File: src/rtl/core/qtd_pkg.sv
`default_nettype none
package qtd_pkg;

    // Defaults for the top-level parameters
    localparam int MAX_DEPTH_DEF  = 12;
    localparam int COORD_BITS_DEF = 13;

    // Configuration register
    localparam int             CFG_W      = 13;
    localparam logic [CFG_W-1:0] SIDE_RESET = 13'd256;

    // Stream markers
    localparam logic [7:0] MARK_SPLIT = 8'h4E;  // 'N'
    localparam logic [7:0] MARK_LEAF  = 8'h48;  // 'H'

    // Command queue between front and back
    localparam int Q_DEPTH = 4;
    localparam int Q_PTR_W = $clog2(Q_DEPTH);
    localparam int Q_CNT_W = $clog2(Q_DEPTH + 1);

    typedef enum logic [1:0] {
        CMD_SPLIT,
        CMD_LEAF,
        CMD_CLOSE
    } t_cmd_kind;

    typedef struct packed {
        t_cmd_kind   kind;
        logic [31:0] rgba;
    } t_cmd;

    typedef enum logic [2:0] {
        PH_MARKER,
        PH_RED,
        PH_GREEN,
        PH_BLUE,
        PH_ALPHA
    } t_phase;

endpackage
`default_nettype wire

File: src/rtl/core/qtd_front.sv
`default_nettype none
module qtd_front (
    input  wire logic         i_clk,
    input  wire logic         i_rst_n,
    input  wire logic         i_valid,
    input  wire logic [7:0]   i_byte,
    input  wire logic         i_full,
    output logic              o_stall,
    output logic              o_push,
    output qtd_pkg::t_cmd     o_cmd
);

    qtd_pkg::t_phase r_phase, n_phase;
    logic [23:0]     r_hold, n_hold;
    logic            accept;

    assign o_stall = i_full;
    assign accept  = i_valid && !i_full;

    // next state
    always_comb begin
        n_phase = r_phase;
        n_hold  = r_hold;
        if (accept) begin
            case (r_phase)
                qtd_pkg::PH_MARKER: begin
                    if (i_byte == qtd_pkg::MARK_LEAF) begin
                        n_phase = qtd_pkg::PH_RED;
                        n_hold  = '0;
                    end
                end
                qtd_pkg::PH_RED: begin
                    n_phase = qtd_pkg::PH_GREEN;
                    n_hold  = {r_hold[15:0], i_byte};
                end
                qtd_pkg::PH_GREEN: begin
                    n_phase = qtd_pkg::PH_BLUE;
                    n_hold  = {r_hold[15:0], i_byte};
                end
                qtd_pkg::PH_BLUE: begin
                    n_phase = qtd_pkg::PH_ALPHA;
                    n_hold  = {r_hold[15:0], i_byte};
                end
                qtd_pkg::PH_ALPHA: begin
                    n_phase = qtd_pkg::PH_MARKER;
                    n_hold  = '0;
                end
                default: begin
                    n_phase = qtd_pkg::PH_MARKER;
                end
            endcase
        end
    end

    // outputs: at most one command per byte
    always_comb begin
        o_push      = 1'b0;
        o_cmd.kind  = qtd_pkg::CMD_CLOSE;
        o_cmd.rgba  = '0;
        case (r_phase)
            qtd_pkg::PH_MARKER: begin
                if (i_byte == qtd_pkg::MARK_SPLIT) begin
                    o_push     = accept;
                    o_cmd.kind = qtd_pkg::CMD_SPLIT;
                end else if (i_byte != qtd_pkg::MARK_LEAF) begin
                    o_push     = accept;
                    o_cmd.kind = qtd_pkg::CMD_CLOSE;
                end
            end
            qtd_pkg::PH_ALPHA: begin
                o_push     = accept;
                o_cmd.kind = qtd_pkg::CMD_LEAF;
                o_cmd.rgba = {r_hold, i_byte};
            end
            default: begin
                o_push = 1'b0;
            end
        endcase
    end

    always_ff @(posedge i_clk) begin
        if (!i_rst_n) begin
            r_phase <= qtd_pkg::PH_MARKER;
            r_hold  <= '0;
        end else begin
            r_phase <= n_phase;
            r_hold  <= n_hold;
        end
    end

endmodule
`default_nettype wire

File: src/rtl/core/qtd_fifo.sv
`default_nettype none
module qtd_fifo (
    input  wire logic          i_clk,
    input  wire logic          i_rst_n,
    input  wire logic          i_push,
    input  qtd_pkg::t_cmd      i_cmd,
    output logic               o_full,
    output logic               o_valid,
    output qtd_pkg::t_cmd      o_cmd,
    input  wire logic          i_pop
);

    qtd_pkg::t_cmd                 r_mem [qtd_pkg::Q_DEPTH];
    logic [qtd_pkg::Q_PTR_W-1:0]   r_wptr, r_rptr;
    logic [qtd_pkg::Q_CNT_W-1:0]   r_count;
    logic                          do_push, do_pop;

    assign o_full  = (r_count == qtd_pkg::Q_CNT_W'(qtd_pkg::Q_DEPTH));
    assign o_valid = (r_count != '0);
    assign o_cmd   = r_mem[r_rptr];
    assign do_push = i_push && !o_full;
    assign do_pop  = i_pop && o_valid;

    always_ff @(posedge i_clk) begin
        if (!i_rst_n) begin
            r_wptr  <= '0;
            r_rptr  <= '0;
            r_count <= '0;
        end else begin
            if (do_push) begin
                r_wptr <= r_wptr + qtd_pkg::Q_PTR_W'(1);
            end
            if (do_pop) begin
                r_rptr <= r_rptr + qtd_pkg::Q_PTR_W'(1);
            end
            if (do_push && !do_pop) begin
                r_count <= r_count + qtd_pkg::Q_CNT_W'(1);
            end else if (do_pop && !do_push) begin
                r_count <= r_count - qtd_pkg::Q_CNT_W'(1);
            end
        end
    end

    always_ff @(posedge i_clk) begin
        if (do_push) begin
            r_mem[r_wptr] <= i_cmd;
        end
    end

endmodule
`default_nettype wire

File: src/rtl/core/qtd_back.sv
`default_nettype none
module qtd_back #(
    parameter int MAX_DEPTH  = qtd_pkg::MAX_DEPTH_DEF,
    parameter int COORD_BITS = qtd_pkg::COORD_BITS_DEF
) (
    input  wire logic                  i_clk,
    input  wire logic                  i_rst_n,
    input  wire logic                  i_cmd_valid,
    input  qtd_pkg::t_cmd              i_cmd,
    output logic                       o_cmd_pop,
    input  wire logic [COORD_BITS-1:0] i_side,
    output logic                       o_out_valid,
    input  wire logic                  i_out_stall,
    output logic [COORD_BITS-1:0]      o_x_start,
    output logic [COORD_BITS-1:0]      o_x_end,
    output logic [COORD_BITS-1:0]      o_y_start,
    output logic [COORD_BITS-1:0]      o_y_end,
    output logic [7:0]                 o_red,
    output logic [7:0]                 o_green,
    output logic [7:0]                 o_blue,
    output logic [7:0]                 o_alpha,
    output logic                       o_paint,
    output logic                       o_tree_done,
    output logic                       o_depth_error
);

    localparam int LVL_W = $clog2(MAX_DEPTH + 1);
    localparam int IDX_W = (MAX_DEPTH > 1) ? $clog2(MAX_DEPTH) : 1;

    typedef struct packed {
        logic [COORD_BITS-1:0] xs;
        logic [COORD_BITS-1:0] xe;
        logic [COORD_BITS-1:0] ys;
        logic [COORD_BITS-1:0] ye;
    } t_rect;

    function automatic t_rect sub_rect(t_rect p, logic [1:0] c);
        logic [COORD_BITS-1:0] diff;
        logic [COORD_BITS-1:0] h;
        logic [COORD_BITS-1:0] xm;
        logic [COORD_BITS-1:0] ym;
        t_rect                 r;
        diff = p.xe - p.xs;
        h    = {1'b0, diff[COORD_BITS-1:1]};
        xm   = p.xs + h;
        ym   = p.ys + h;
        r.xs = c[0] ? xm   : p.xs;
        r.xe = c[0] ? p.xe : xm;
        r.ys = c[1] ? ym   : p.ys;
        r.ye = c[1] ? p.ye : ym;
        return r;
    endfunction

    t_rect             r_stack [MAX_DEPTH];
    logic [1:0]        r_child [MAX_DEPTH];
    logic [LVL_W-1:0]  r_level;
    t_rect             r_cur;
    logic              r_out_valid;

    t_rect             root, cur, push_cur, close_cur;
    logic              out_ready, exec, can_push, is_split, is_push, is_close;
    logic [MAX_DEPTH-1:0] open_lvl;
    logic              found;
    logic [IDX_W-1:0]  sel;
    logic [1:0]        child_nx;

    always_comb begin
        root.xs = '0;
        root.xe = i_side;
        root.ys = '0;
        root.ye = i_side;
        // at the root the region follows the side register directly
        cur       = (r_level == '0) ? root : r_cur;
        out_ready = !r_out_valid || !i_out_stall;
        exec      = i_cmd_valid && out_ready;
        can_push  = (r_level < LVL_W'(MAX_DEPTH));
        is_split  = (i_cmd.kind == qtd_pkg::CMD_SPLIT);
        is_push   = exec && is_split && can_push;
        is_close  = exec && !(is_split && can_push);
        push_cur  = sub_rect(cur, 2'd0);
    end

    // deepest ancestor that still has a sibling to visit
    always_comb begin
        found = 1'b0;
        sel   = '0;
        for (int i = 0; i < MAX_DEPTH; i++) begin
            open_lvl[i] = (LVL_W'(i) < r_level) && (r_child[i] != 2'd3);
        end
        for (int i = 0; i < MAX_DEPTH; i++) begin
            if (open_lvl[i]) begin
                found = 1'b1;
                sel   = IDX_W'(i);
            end
        end
        child_nx  = r_child[sel] + 2'd1;
        close_cur = sub_rect(r_stack[sel], child_nx);
    end

    assign o_cmd_pop   = exec;
    assign o_out_valid = r_out_valid;

    always_ff @(posedge i_clk) begin
        if (!i_rst_n) begin
            r_level     <= '0;
            r_out_valid <= 1'b0;
        end else begin
            if (is_push) begin
                r_level <= r_level + LVL_W'(1);
            end else if (is_close) begin
                r_level <= found ? (LVL_W'(sel) + LVL_W'(1)) : '0;
            end
            if (is_close) begin
                r_out_valid <= 1'b1;
            end else if (!i_out_stall) begin
                r_out_valid <= 1'b0;
            end
        end
    end

    always_ff @(posedge i_clk) begin
        if (is_push) begin
            r_stack[r_level[IDX_W-1:0]] <= cur;
            r_child[r_level[IDX_W-1:0]] <= 2'd0;
            r_cur                       <= push_cur;
        end
        if (is_close) begin
            if (found) begin
                r_child[sel] <= child_nx;
                r_cur        <= close_cur;
            end
            o_x_start     <= cur.xs;
            o_x_end       <= cur.xe;
            o_y_start     <= cur.ys;
            o_y_end       <= cur.ye;
            o_paint       <= (i_cmd.kind == qtd_pkg::CMD_LEAF);
            o_depth_error <= is_split;
            o_tree_done   <= !found;
            if (i_cmd.kind == qtd_pkg::CMD_LEAF) begin
                o_red   <= i_cmd.rgba[31:24];
                o_green <= i_cmd.rgba[23:16];
                o_blue  <= i_cmd.rgba[15:8];
                o_alpha <= i_cmd.rgba[7:0];
            end else begin
                o_red   <= '0;
                o_green <= '0;
                o_blue  <= '0;
                o_alpha <= '0;
            end
        end
    end

endmodule
`default_nettype wire

File: src/rtl/core/quadtree_image_stream_decoder_top.sv
// Path: a byte that completes a command goes through the command queue, then the output register.
// Throughput: one byte per cycle while the queue has room; a close (sibling search over the
//   ancestor levels, next child region) is combinational, so the queue drains at line rate unless the output stalls.
// Reset: synchronous, active low. Walk returns to the root, marker phase, queue empty,
//   image_side = 256. Region and child stacks are not cleared; they are written before use.
`default_nettype none
module quadtree_image_stream_decoder_top #(
    parameter int MAX_DEPTH  = qtd_pkg::MAX_DEPTH_DEF,
    parameter int COORD_BITS = qtd_pkg::COORD_BITS_DEF
) (
    input  wire logic                         i_clk,
    input  wire logic                         i_rst_n,
    // stream input transaction
    input  wire logic                         i_in_valid,
    output logic                              o_in_stall,
    input  wire logic [7:0]                   i_stream_byte,
    // result transaction
    output logic                              o_out_valid,
    input  wire logic                         i_out_stall,
    output logic [COORD_BITS-1:0]             o_x_start,
    output logic [COORD_BITS-1:0]             o_x_end,
    output logic [COORD_BITS-1:0]             o_y_start,
    output logic [COORD_BITS-1:0]             o_y_end,
    output logic [7:0]                        o_red,
    output logic [7:0]                        o_green,
    output logic [7:0]                        o_blue,
    output logic [7:0]                        o_alpha,
    output logic                              o_paint,
    output logic                              o_tree_done,
    output logic                              o_depth_error,
    // configuration write transaction
    input  wire logic                         i_cfg_valid,
    output logic                              o_cfg_ready,
    input  wire logic [qtd_pkg::CFG_W-1:0]    i_cfg_image_side
);

    // Side register; taken in whenever a walk is at the root.
    logic [qtd_pkg::CFG_W-1:0] r_image_side;
    logic [COORD_BITS-1:0]     side_c;

    // Front -> queue -> back command path
    logic          fr_push;
    qtd_pkg::t_cmd fr_cmd;
    logic          q_full;
    logic          q_valid;
    qtd_pkg::t_cmd q_cmd;
    logic          bk_pop;

    assign o_cfg_ready = 1'b1;
    // side is masked (or zero-extended) to the coordinate width
    assign side_c      = COORD_BITS'(r_image_side);

    always_ff @(posedge i_clk) begin
        if (!i_rst_n) begin
            r_image_side <= qtd_pkg::SIDE_RESET;
        end else if (i_cfg_valid && o_cfg_ready) begin
            r_image_side <= i_cfg_image_side;
        end
    end

    // Front: tracks marker / colour phase and packs colour bytes into one command.
    qtd_front u_front (
        .i_clk   (i_clk),
        .i_rst_n (i_rst_n),
        .i_valid (i_in_valid),
        .i_byte  (i_stream_byte),
        .i_full  (q_full),
        .o_stall (o_in_stall),
        .o_push  (fr_push),
        .o_cmd   (fr_cmd)
    );

    // Short command queue so either side can stall independently.
    qtd_fifo u_fifo (
        .i_clk   (i_clk),
        .i_rst_n (i_rst_n),
        .i_push  (fr_push),
        .i_cmd   (fr_cmd),
        .o_full  (q_full),
        .o_valid (q_valid),
        .o_cmd   (q_cmd),
        .i_pop   (bk_pop)
    );

    // Back: region stack walk and the result register.
    qtd_back #(
        .MAX_DEPTH  (MAX_DEPTH),
        .COORD_BITS (COORD_BITS)
    ) u_back (
        .i_clk         (i_clk),
        .i_rst_n       (i_rst_n),
        .i_cmd_valid   (q_valid),
        .i_cmd         (q_cmd),
        .o_cmd_pop     (bk_pop),
        .i_side        (side_c),
        .o_out_valid   (o_out_valid),
        .i_out_stall   (i_out_stall),
        .o_x_start     (o_x_start),
        .o_x_end       (o_x_end),
        .o_y_start     (o_y_start),
        .o_y_end       (o_y_end),
        .o_red         (o_red),
        .o_green       (o_green),
        .o_blue        (o_blue),
        .o_alpha       (o_alpha),
        .o_paint       (o_paint),
        .o_tree_done   (o_tree_done),
        .o_depth_error (o_depth_error)
    );

endmodule
`default_nettype wire

File: config.mk
export PLATFORM = sky130hd
export DESIGN_NAME = quadtree_image_stream_decoder_top
export DESIGN_NICKNAME = d
export VERILOG_FILES = /design/src/rtl/core/qtd_pkg.sv /design/src/rtl/core/qtd_front.sv /design/src/rtl/core/qtd_fifo.sv /design/src/rtl/core/qtd_back.sv /design/src/rtl/core/quadtree_image_stream_decoder_top.sv
export SDC_FILE = /design/constraint.sdc
export NUM_CORES = 1
export LEC_CHECK = 0
export ABC_CLOCK_PERIOD_IN_PS = 8710
export BUFFER_PORTS_ARGS = -buffer_cell sky130_fd_sc_hd__buf_2
export CAP_MARGIN = 20
export CORE_UTILIZATION = 30
export CTS_BUF_LIST = sky130_fd_sc_hd__clkbuf_8
export CTS_CLUSTER_DIAMETER = 60
export DETAILED_ROUTE_END_ITERATION = 10
export GPL_ROUTABILITY_DRIVEN = 0
export GPL_TIMING_DRIVEN = 0
export PLACE_DENSITY = 0.44
export SYNTH_ARGS = -nofsm -noshare
export SYNTH_HDL_FRONTEND = slang
export SYNTH_HIERARCHICAL = 1
export SYNTH_SLANG_ARGS = --single-unit
File: constraint.sdc
create_clock -name i_clk -period 8.71 [get_ports i_clk]
set_clock_uncertainty 0.15 [all_clocks]
set_input_delay 0.871 -clock i_clk [delete_from_list [all_inputs] [get_ports i_clk]]
set_output_delay 0.871 -clock i_clk [all_outputs]
set_load 0.01 [all_outputs]
==> run metrics, run 1 <==
pin count of the biggest net entering global routing=62; DRC=0; top-area cell type share of the netlist area=62.7%; mean post-synth cell area=13.7 µm²; area leader, netlist=edfxtp_1; Async S/R FF share, synth=0%; Skew-Pair Late Insertion Delay=0.91 ns; CP required=9.28 ns; gr usage total=19.2%; CP peak stage delay=0.46 ns; CTS H-tree lvls=4; ranking of synthesized cells by area=edfxtp_1 (63%), dfxtp_1 (5.1%), nand2_1 (4.8%); Seq/Total Area, Yosys=67.7%; vias in the first global route=26200; Area Growth Syn to Fin=16.6%; mapped cell area=41700 µm²; Max Clock Freq=122 MHz; Worst setup EP type=register; Top-Level Pins=116; DIE AREA=141000 µm²; Synth Register Bits=977; final setup fails=0; slowest library cell on the worst path=dfxtp_1; worst hold path class=input pin to register; final wirelength=136000 µm; Detailed Routing Iterations Pass 1=7; HPWL after DPL=93200 µm; final worst-path cycle share=94.1%; CTS Buffer Depth=3; post-synth cell types=90; CTS tree=built; WP data arrival=8.77 ns; nets@finish=3475; CP dominant cell by count=buf_4; post-route ant nets=0; EDFF count, synth=871; Ys Warns=6; Clock Sinks=977; slew margin rel.=20.2%; Placed Cells incl. Taps=4976; MaxCap Viol Count=0; critical path class=register to register; GR Overflow Total=0; Worst-Margin Slew=1.20 ns; DR WL/cell=25.6 µm; root buffer cell=clkbuf_8; status=finished clean; commonest non-fill, non-tap cells in the layout=edfxtp_1 (871), nand2_1 (536), nand3_1 (186), clkbuf_8 (179), buf_2 (143); initial antenna violation count=8; via count=26400; Die H=375 µm; crit path max fanout=10; initial drt markers=2269; Starting Density=30.3%; Port Buffer Count=113; CTS Buf Count=171; Finished Layout Cells=5302; Max Slew Vio Count=0; Avg Vias per Cell=4.99; share of cells above drive strength 1=16.6%; most common cell after layout, fill and taps aside=edfxtp_1; Post-Syn Nets=3151; core area=138000 µm²; die span in x=375 µm; Synth Instances=3036; first-pass GRT wire length=192000 µm; Cell Rows=136; ys flop type=edfxtp_1; Final Critical Period=8.20 ns; Hold Violations, Final=0; Startpoint Class=register; Worst-path clk slew=0.06 ns
critical path, delay by kind of cell (launching register included):
| family | cells | cell delay [ns] |
|---|---|---|
| flops | 1 | 0.46 |
| simple gates | 7 | 1.28 |
| xor+xnor | 1 | 0.19 |
| compound gates | 14 | 2.75 |
| fa+ha+maj | 3 | 0.97 |
| buf+inv | 9 | 2.24 |
path summary, 6_finish.rpt:
check,from,endpoint,slack [ns],cells past startpoint
max reg2reg,u_back/r_level[0]$_SDFFE_PN0P_,u_back/r_cur[51]$_DFF_P_,0.51,34
min,i_cfg_image_side[9],r_image_side[9]$_SDFFE_PN0P_,0.11,3
max,u_back/r_level[0]$_SDFFE_PN0P_,u_back/r_cur[51]$_DFF_P_,0.51,34
min reg2reg,u_back/r_cur[23]$_DFF_P_,u_back/r_cur[23]$_DFF_P_,0.31,2
per-stage QoR:
stage	hold slack [ns]	instance area (µm²)	setup WS (ns)	setup TNS, ns	utilization (%)
after floorplan	0.285	41700	2.15	0	-
after global placement	0.295	44500	-1.57	-31.04	32.3
after detailed placement	0.298	45200	-1.13	-15.42	32.8
after CTS	0.00785	48600	0.0138	0	35.3
after global routing	0.0522	48700	-0.000135	-0.000135	35.3
final	0.105	48700	0.511	0	35.3
flip-flops by register name, indices dropped and copies added (netlist names), 8 cells and up, named ones only:
register / cells
u_back/r_stack: 624
u_fifo/r_mem: 136
u_back/r_cur: 52
u_back/r_child: 24
u_front/r_hold: 24
r_image_side: 13
u_back/o_x_end: 13
u_back/o_x_start: 13
u_back/o_y_end: 13
u_back/o_y_start: 13
u_back/o_alpha: 8
u_back/o_blue: 8
u_back/o_green: 8
u_back/o_red: 8
routing by layer:
layer / vias up / wire (µm) / track usage, %
li1: 12000 / - / -
met3: 185 / 8350 / 4.23
met5: - / 0 / 0
met4: 0 / 2810 / 5.07
met1: 13400 / 62300 / 26.6
met2: 783 / 62300 / 30.2
cell type report:
type	count	area, µm²
repair buffers	160	1320
diodes	4	10.0
clock inverters	138	771
well taps	1794	2240
plain buffers	163	870
multi-input cells	1814	12400
fillers	13500	89200
inverters	73	285
clock buffers	179	2460
flip-flops and latches	977	28300
kinds of logic (layout without fill, tap and decap cells):
| group | after synthesis | after routing | share of synthesized area, % |
|---|---|---|---|
| other | 1 | 5 | 0.00898 |
| AO/OA/AOI/OAI | 458 | 458 | 7.49 |
| AND/OR/NAND/NOR | 1005 | 1005 | 10.9 |
| buffers and inverters | 245 | 713 | 2.66 |
| adder cells (fa/ha/maj) | 90 | 90 | 2.82 |
| flip-flops | 977 | 977 | 67.7 |
| multiplexers | 190 | 190 | 6.87 |
| XOR/XNOR | 70 | 70 | 1.49 |
repair_timing:
item | in CTS | in global routing
hold buffers | 10 | 0
endpoints found under the setup margin | 29 | 13
endpoints found under the hold margin | 10 | 0
gates resized for setup | 29 | 18
setup buffers | 0 | 1
synthesized netlist by cell type (25+ instances only):
library cell,number
edfxtp_1,871
nand2_1,536
nand3_1,186
a21oi_1,106
dfxtp_1,106
mux2i_1,106
clkbuf_1,92
nor2_1,83
ha_1,82
inv_1,71
mux4_2,71
o21ai_0,70
and3_1,65
and2_1,55
xnor2_1,54
buf_2,42
nor2b_1,34
o22ai_1,27
o21bai_1,25
Power of run 1 is left out: the tool's default activity adds up to more than one toggle a clock period on the data nets, which glitch-free logic cannot reach.
==> run 2: changes to the inputs <==
- ABC_CLOCK_PERIOD_IN_PS: 8710 -> 7300
- CORE_ASPECT_RATIO: unset -> 1.75
- PLACE_DENSITY: 0.44 -> 0.46
- clock period: 8.71 -> 7.3 ns (I/O delays scaled with it)
==> run 2 against run 1 <==
  * Largest cell class unchanged
  * Final area rose by 0.66%
  * Die area barely moved
  * Hold slack got worse by 0.0065 ns
  * Critical path depth did not move
==> run metrics, run 2 (same netlist as run 1, synthesis figures left out) <==
status=finished clean; CP required=7.86 ns (-1.42 ns); R2R depth=34 (unchanged); reg2reg setup slack=0.19 ns (-0.33 ns); final-layout fill cell count=13700 (+1.3%); WP buf/inv=9 (unchanged); die span in x=284 µm (-24%); vias in the first global route=27700 (+5.4%); core area=138000 µm² (unchanged); most common cell after layout, fill and taps aside=edfxtp_1; Startpoint Class=register; final instance area=49000 µm² (+0.66%); root buffer cell=clkbuf_8; Port Buffer Count=113 (unchanged); share of cells above drive strength 1=18.4% (+1.8 points); Max Clock Freq=141 MHz (+15%); Worst setup EP type=register; Top-Level Pins=116 (unchanged); CP peak stage delay=0.42 ns (-0.04 ns); worst hold path class=input pin to register; first-pass GRT wire length=202000 µm (+5.0%); Hold Violations, Final=0 (unchanged); WP data arrival=7.68 ns (-1.09 ns); CTS Buffer Depth=3 (unchanged); Worst Setup SP=u_back/r_level[1]$_SDFFE_PN0P_; Final Critical Period=7.11 ns (-1.08 ns); Top Family by Delay on Critical Path=compound AO/OA/AOI/OAI gates; final setup fails=0 (unchanged); initial antenna violation count=3 (-5); Crit. path cell count=34 (unchanged); pin count of the biggest net entering global routing=55 (-11%); nets@finish=3485 (+0.29%); Worst-Margin Slew=1.22 ns (+0.0269 ns); final setup TNS=0 ns (unchanged); CTS Buf Count=147 (-14%); post-route ant nets=0 (unchanged); Worst Hold Launch=i_out_stall; MaxCap Viol Count=0 (unchanged); WL met1=48100 µm (-23%); start of the worst register-to-register path=u_back/r_level[1]$_SDFFE_PN0P_; initial drt markers=1875 (-17%); crit path capture=u_back/r_cur[38]$_DFF_P_; Max Slew Vio Count=0 (unchanged); DR WL/cell=27.1 µm (+6.0%); Highest Signal Layer=met4; HPWL after DPL=106000 µm (+14%); Worst-path clk slew=0.06 ns (about the same); Avg Vias per Cell=5.02 (+0.66%); DIE AREA=141000 µm² (about the same); slowest library cell on the worst path=fa_1; GR Overflow Total=0 (unchanged); Cell Rows=180 (+32%); via count=26700 (+0.83%); final worst-path cycle share=97.5% (+3.3 points); metal2 WL=79700 µm (+28%); max reg flops=624 (unchanged); slew margin rel.=18.4% (-1.8 points); Starting Density=30.3% (unchanged); CTS H-tree lvls=4 (unchanged); Core Util, Final=35.5% (+0.23 points); gr usage total=20.4% (+1.2 points); Clock Sinks=977 (unchanged); Hold Slack=0.0987 ns (-0.00653 ns); metal3 WL=6840 µm (-18%); DRC=0 (unchanged); Die H=495 µm (+32%); CTS tree=built; Detailed Routing Iterations Pass 1=7 (unchanged); final wirelength=144000 µm (+6.2%); Area Growth Syn to Fin=17.3%; crit path max fanout=10 (unchanged); worst r2r dst=u_back/r_cur[38]$_DFF_P_; commonest non-fill, non-tap cells in the layout=edfxtp_1 (871), nand2_1 (534), nand3_1 (186), clkbuf_8 (151), buf_2 (136); Placed Area=45300 µm² (+0.14%); Skew-Pair Late Insertion Delay=0.88 ns (-0.03 ns); critical path class=register to register
==> run 2: per-layer routing <==
metal,GRT usage [%],up-vias
met5,0,-
met4,12.4,0
met3,3.98,317
met2,39.8,817
met1,19.4,13500
li1,-,12000
==> run 2: worst min-delay path by stage <==
stage / to / cells after the start
after floorplan: u_back/r_cur[22]$_DFF_P_ / 2
after global placement: u_back/r_cur[23]$_DFF_P_ / 2
after detailed placement: u_back/r_cur[24]$_DFF_P_ / 2
after CTS: u_back/o_out_valid$_SDFFE_PN0P_ / 3
after global routing: u_back/o_out_valid$_SDFFE_PN0P_ / 3
final: u_back/o_out_valid$_SDFFE_PN0P_ / 3
==> run 2: layout make-up <==
| class | count | area [µm²] | share of cell area (%) |
|---|---|---|---|
| Timing Repair Buffer | 190 | 1590 | 3.25 |
| Multi-Input combinational cell | 1814 | 12700 | 25.9 |
| Clock buffer | 149 | 2050 | 4.19 |
| Antenna cell | 2 | 5.00 | 0.0102 |
| Sequential cell | 977 | 28300 | 57.7 |
| Clock inverter | 119 | 668 | 1.36 |
| Buffer | 167 | 1140 | 2.32 |
| Inverter | 73 | 297 | 0.605 |
| Tap cell | 1820 | 2280 | 4.65 |
==> run 2: through the flow <==
| step | instances | worst slack (ns) |
|---|---|---|
| 6_report | 5311 | 0.186 |
| 5_1_grt | 5311 | -0.0307 |
| 4_1_cts | 5300 | 0.000337 |
| 3_5_place_dp | 5004 | -2.67 |
| 3_3_place_gp | 4969 | -3.56 |
| 2_1_floorplan | 3036 | 0.737 |
==> run 2: repair_timing <==
| action | CTS | global route |
|---|---|---|
| pin swaps | 7 | 14 |
| hold endpoints to repair | 21 | 0 |
| gates resized for setup | 148 | 57 |
| hold buffers | 24 | 0 |
| endpoints found under the setup margin | 50 | 16 |
| buffers inserted | 6 | 8 |
==> run 2: worst min-delay path: stages <==
cell,delay (ns)
buf_2,0.10
nand2_1,0.13
a21boi_0,0.11
Power of run 2 is left out for the same reason.
==> run 3: changes to the inputs <==
- ABC_AREA: unset -> 1
==> run 3 against run 2 <==
  * Critical path depth down 6
  * Synthesized cell count up 23%
  * Hold slack worse by 0.0078 ns
  * Critical path type unchanged
  * Critical endpoint unchanged
  * Largest cell class unchanged
  * Highest routed layer is now met5
==> run metrics, run 3 <==
Top-Level Pins=116 (unchanged); gr usage total=22.2% (+1.7 points); DRC=0 (unchanged); Final Critical Period=6.95 ns (-0.161 ns); MaxCap Viol Count=0 (unchanged); Worst-path clk slew=0.06 ns (about the same); GR Overflow Total=0 (unchanged); start of the worst register-to-register path=u_back/r_level[1]$_SDFFE_PN0P_; DIE AREA=142000 µm² (+0.97%); root buffer cell=clkbuf_8; Startpoint Class=register; Synth Area in Compound Gates=11.0% (+3.5 points); top-area cell type share of the netlist area=62.1% (-0.61 points); pin count of the biggest net entering global routing=29 (-47%); WP data arrival=7.54 ns (-0.14 ns); Skew-Pair Late Insertion Delay=0.90 ns (+0.02 ns); post-route ant nets=0 (unchanged); metal3 WL=7870 µm (+15%); Async S/R FF share, synth=0% (unchanged); final setup TNS=0 ns (unchanged); reg2reg setup slack=0.35 ns (+0.16 ns); Synth top cells by count=edfxtp_1 (871), nor2_1 (555), nand2_1 (520); Hold Path End=r_image_side[2]$_SDFFE_PN0P_; initial drt markers=2367 (+26%); combinational family with the most area after synthesis=simple AND/OR/NAND/NOR gates; worst hold stages=5 (+2); CP required=7.89 ns (+0.03 ns); post-synth cell types=58 (-36%); Max Clock Freq=144 MHz (+2.3%); most common cell after layout, fill and taps aside=edfxtp_1; Avg Vias per Cell=4.99 (-0.57%); commonest non-fill, non-tap cells in the layout=edfxtp_1 (871), nor2_1 (542), nand2_1 (517), o21ai_0 (379), inv_1 (316); Port Buffer Count=113 (unchanged); Seq/Total Area, Yosys=67.1% (-0.66 points); CTS Buffer Depth=3 (unchanged); critical path class=register to register; nets@finish=4248 (+22%); Hold Violations, Final=0 (unchanged); slew margin rel.=14.8% (-3.6 points); EDFF count, synth=871 (unchanged); final wirelength=159000 µm (+11%); ys flop type=edfxtp_1; Max Slew Vio Count=0 (unchanged); mean post-synth cell area=11.3 µm² (-18%); HPWL after DPL=117000 µm (+10%); final worst-path cycle share=95.2% (-2.2 points); final setup fails=0 (unchanged); Clock Sinks=977 (unchanged); Post-Synth Simple-Gate Area=12.9% (+2.0 points); final-layout fill cell count=14000 (+2.0%); post-synthesis mux area share=0% (-6.9 points); Worst-Margin Slew=1.28 ns (+0.0538 ns); first-pass GRT wire length=222000 µm (+10%); slowest library cell on the worst path=nand2_1; R2R depth=28 (-18%); die span in x=285 µm (+0.48%); core area=139000 µm² (+1.0%); Highest Signal Layer=met5; WL met1=54900 µm (+14%); status=finished clean; CTS Buf Count=150 (+2.0%); ranking of synthesized cells by area=edfxtp_1 (62%), dfxtp_1 (5.0%), nor2_1 (4.9%); DR WL/cell=26.2 µm (-3.5%); initial antenna violation count=5 (+2); vias in the first global route=30900 (+12%); CP peak stage delay=0.57 ns (+0.15 ns); Detailed Routing Iterations Pass 1=7 (unchanged); CTS tree=built; Worst setup EP type=register; Ys Warns=6 (unchanged); worst r2r dst=u_back/r_cur[38]$_DFF_P_; max reg flops=624 (unchanged); Post-Synth XOR/XNOR Area=1.09% (-0.40 points); Area Growth Syn to Fin=18.4%; mapped cell area=42100 µm² (+0.98%); Synth Register Bits=977 (unchanged); via count=30400 (+14%); Die H=498 µm (+0.49%); Post-Syn Nets=3848 (+22%); share of cells above drive strength 1=16.2% (-2.2 points); Cell Rows=181 (+0.56%); crit path max fanout=14 (+4); final instance area=49900 µm² (+1.9%); dominant cell by count in the synthesized netlist=edfxtp_1; worst hold path class=input pin to register; Starting Density=30.3% (about the same); Worst Hold Launch=i_cfg_image_side[2]; Placed Area=46500 µm² (+2.7%); area leader, netlist=edfxtp_1; Synth Instances=3733 (+23%); CTS H-tree lvls=4 (unchanged); adder and majority gate portion of the synthesized area=2.77% (-0.054 points); metal2 WL=83200 µm (+4.4%)
## run 3: worst max-delay path by stage
stage / slack [ns] / cells past startpoint / endpoint / from
4_1_cts: 0.001 / 40 / u_back/r_cur[12]$_DFF_P_ / u_back/r_level[1]$_SDFFE_PN0P_
5_1_grt: -0.04 / 37 / u_back/r_cur[38]$_DFF_P_ / u_back/r_level[0]$_SDFFE_PN0P_
3_3_place_gp: -5.72 / 11 / u_back/r_stack[6][11]$_DFFE_PP_ / register
2_1_floorplan: 0.38 / 17 / u_back/r_child[10][0]$_DFFE_PP_ / register
3_5_place_dp: -0.86 / 34 / u_back/r_cur[12]$_DFF_P_ / u_back/r_level[1]$_SDFFE_PN0P_
6_report: 0.35 / 28 / u_back/r_cur[38]$_DFF_P_ / u_back/r_level[1]$_SDFFE_PN0P_
## run 3: layout make-up
cell class	count	area [µm²]	area share, %
Sequential cell	977	28300	56.7
Clock buffer	153	2110	4.22
Timing Repair Buffer	249	2210	4.43
Antenna cell	3	7.51	0.0150
Clock inverter	116	772	1.55
Buffer	190	1200	2.41
Inverter	289	1100	2.21
Multi-Input combinational cell	2276	11900	23.9
Tap cell	1830	2290	4.59
## run 3: routing by layer
layer / up-vias / global-route usage, %
li1: 13900 / -
met1: 15000 / 22.2
met2: 1056 / 40.6
met3: 397 / 3.81
met4: 2 / 16.4
met5: - / 0
## run 3: repair_timing
action,in CTS,in global routing
hold endpoints to repair,25,0
hold buffers,25,0
resized for setup,20,86
buffers inserted,5,0
endpoints found under the setup margin,27,20
pin swaps,1,0
## run 3: worst max-delay path: cells and delay by family (launching register included)
kind	cells	cell delay [ns]
buffers and inverters	8	1.69
adder cells (fa/ha/maj)	3	0.81
flip-flops	1	0.36
XOR/XNOR	1	0.20
AO/OA/AOI/OAI	9	1.91
AND/OR/NAND/NOR	7	1.68
## run 3: kinds of logic (layout without fill, tap and decap cells)
kind of cell,Yosys count,in the layout
compound gates,823,823
fa+ha+maj,89,89
buf+inv,480,997
flops,977,977
simple gates,1315,1315
xor+xnor,48,48
other cells,1,4
## run 3: stage by stage
step	util [%]	hold slack (ns)	instances	worst slack (ns)
after floorplan	-	0.279	3733	0.379
final	35.8	0.0909	6083	0.347
after global placement	32.3	0.304	5676	-5.72
after detailed placement	33.4	0.307	5782	-0.860
after CTS	35.7	0.00641	6080	0.00133
after global routing	35.8	0.0862	6082	-0.0402
Power of run 3 is left out for the same reason.
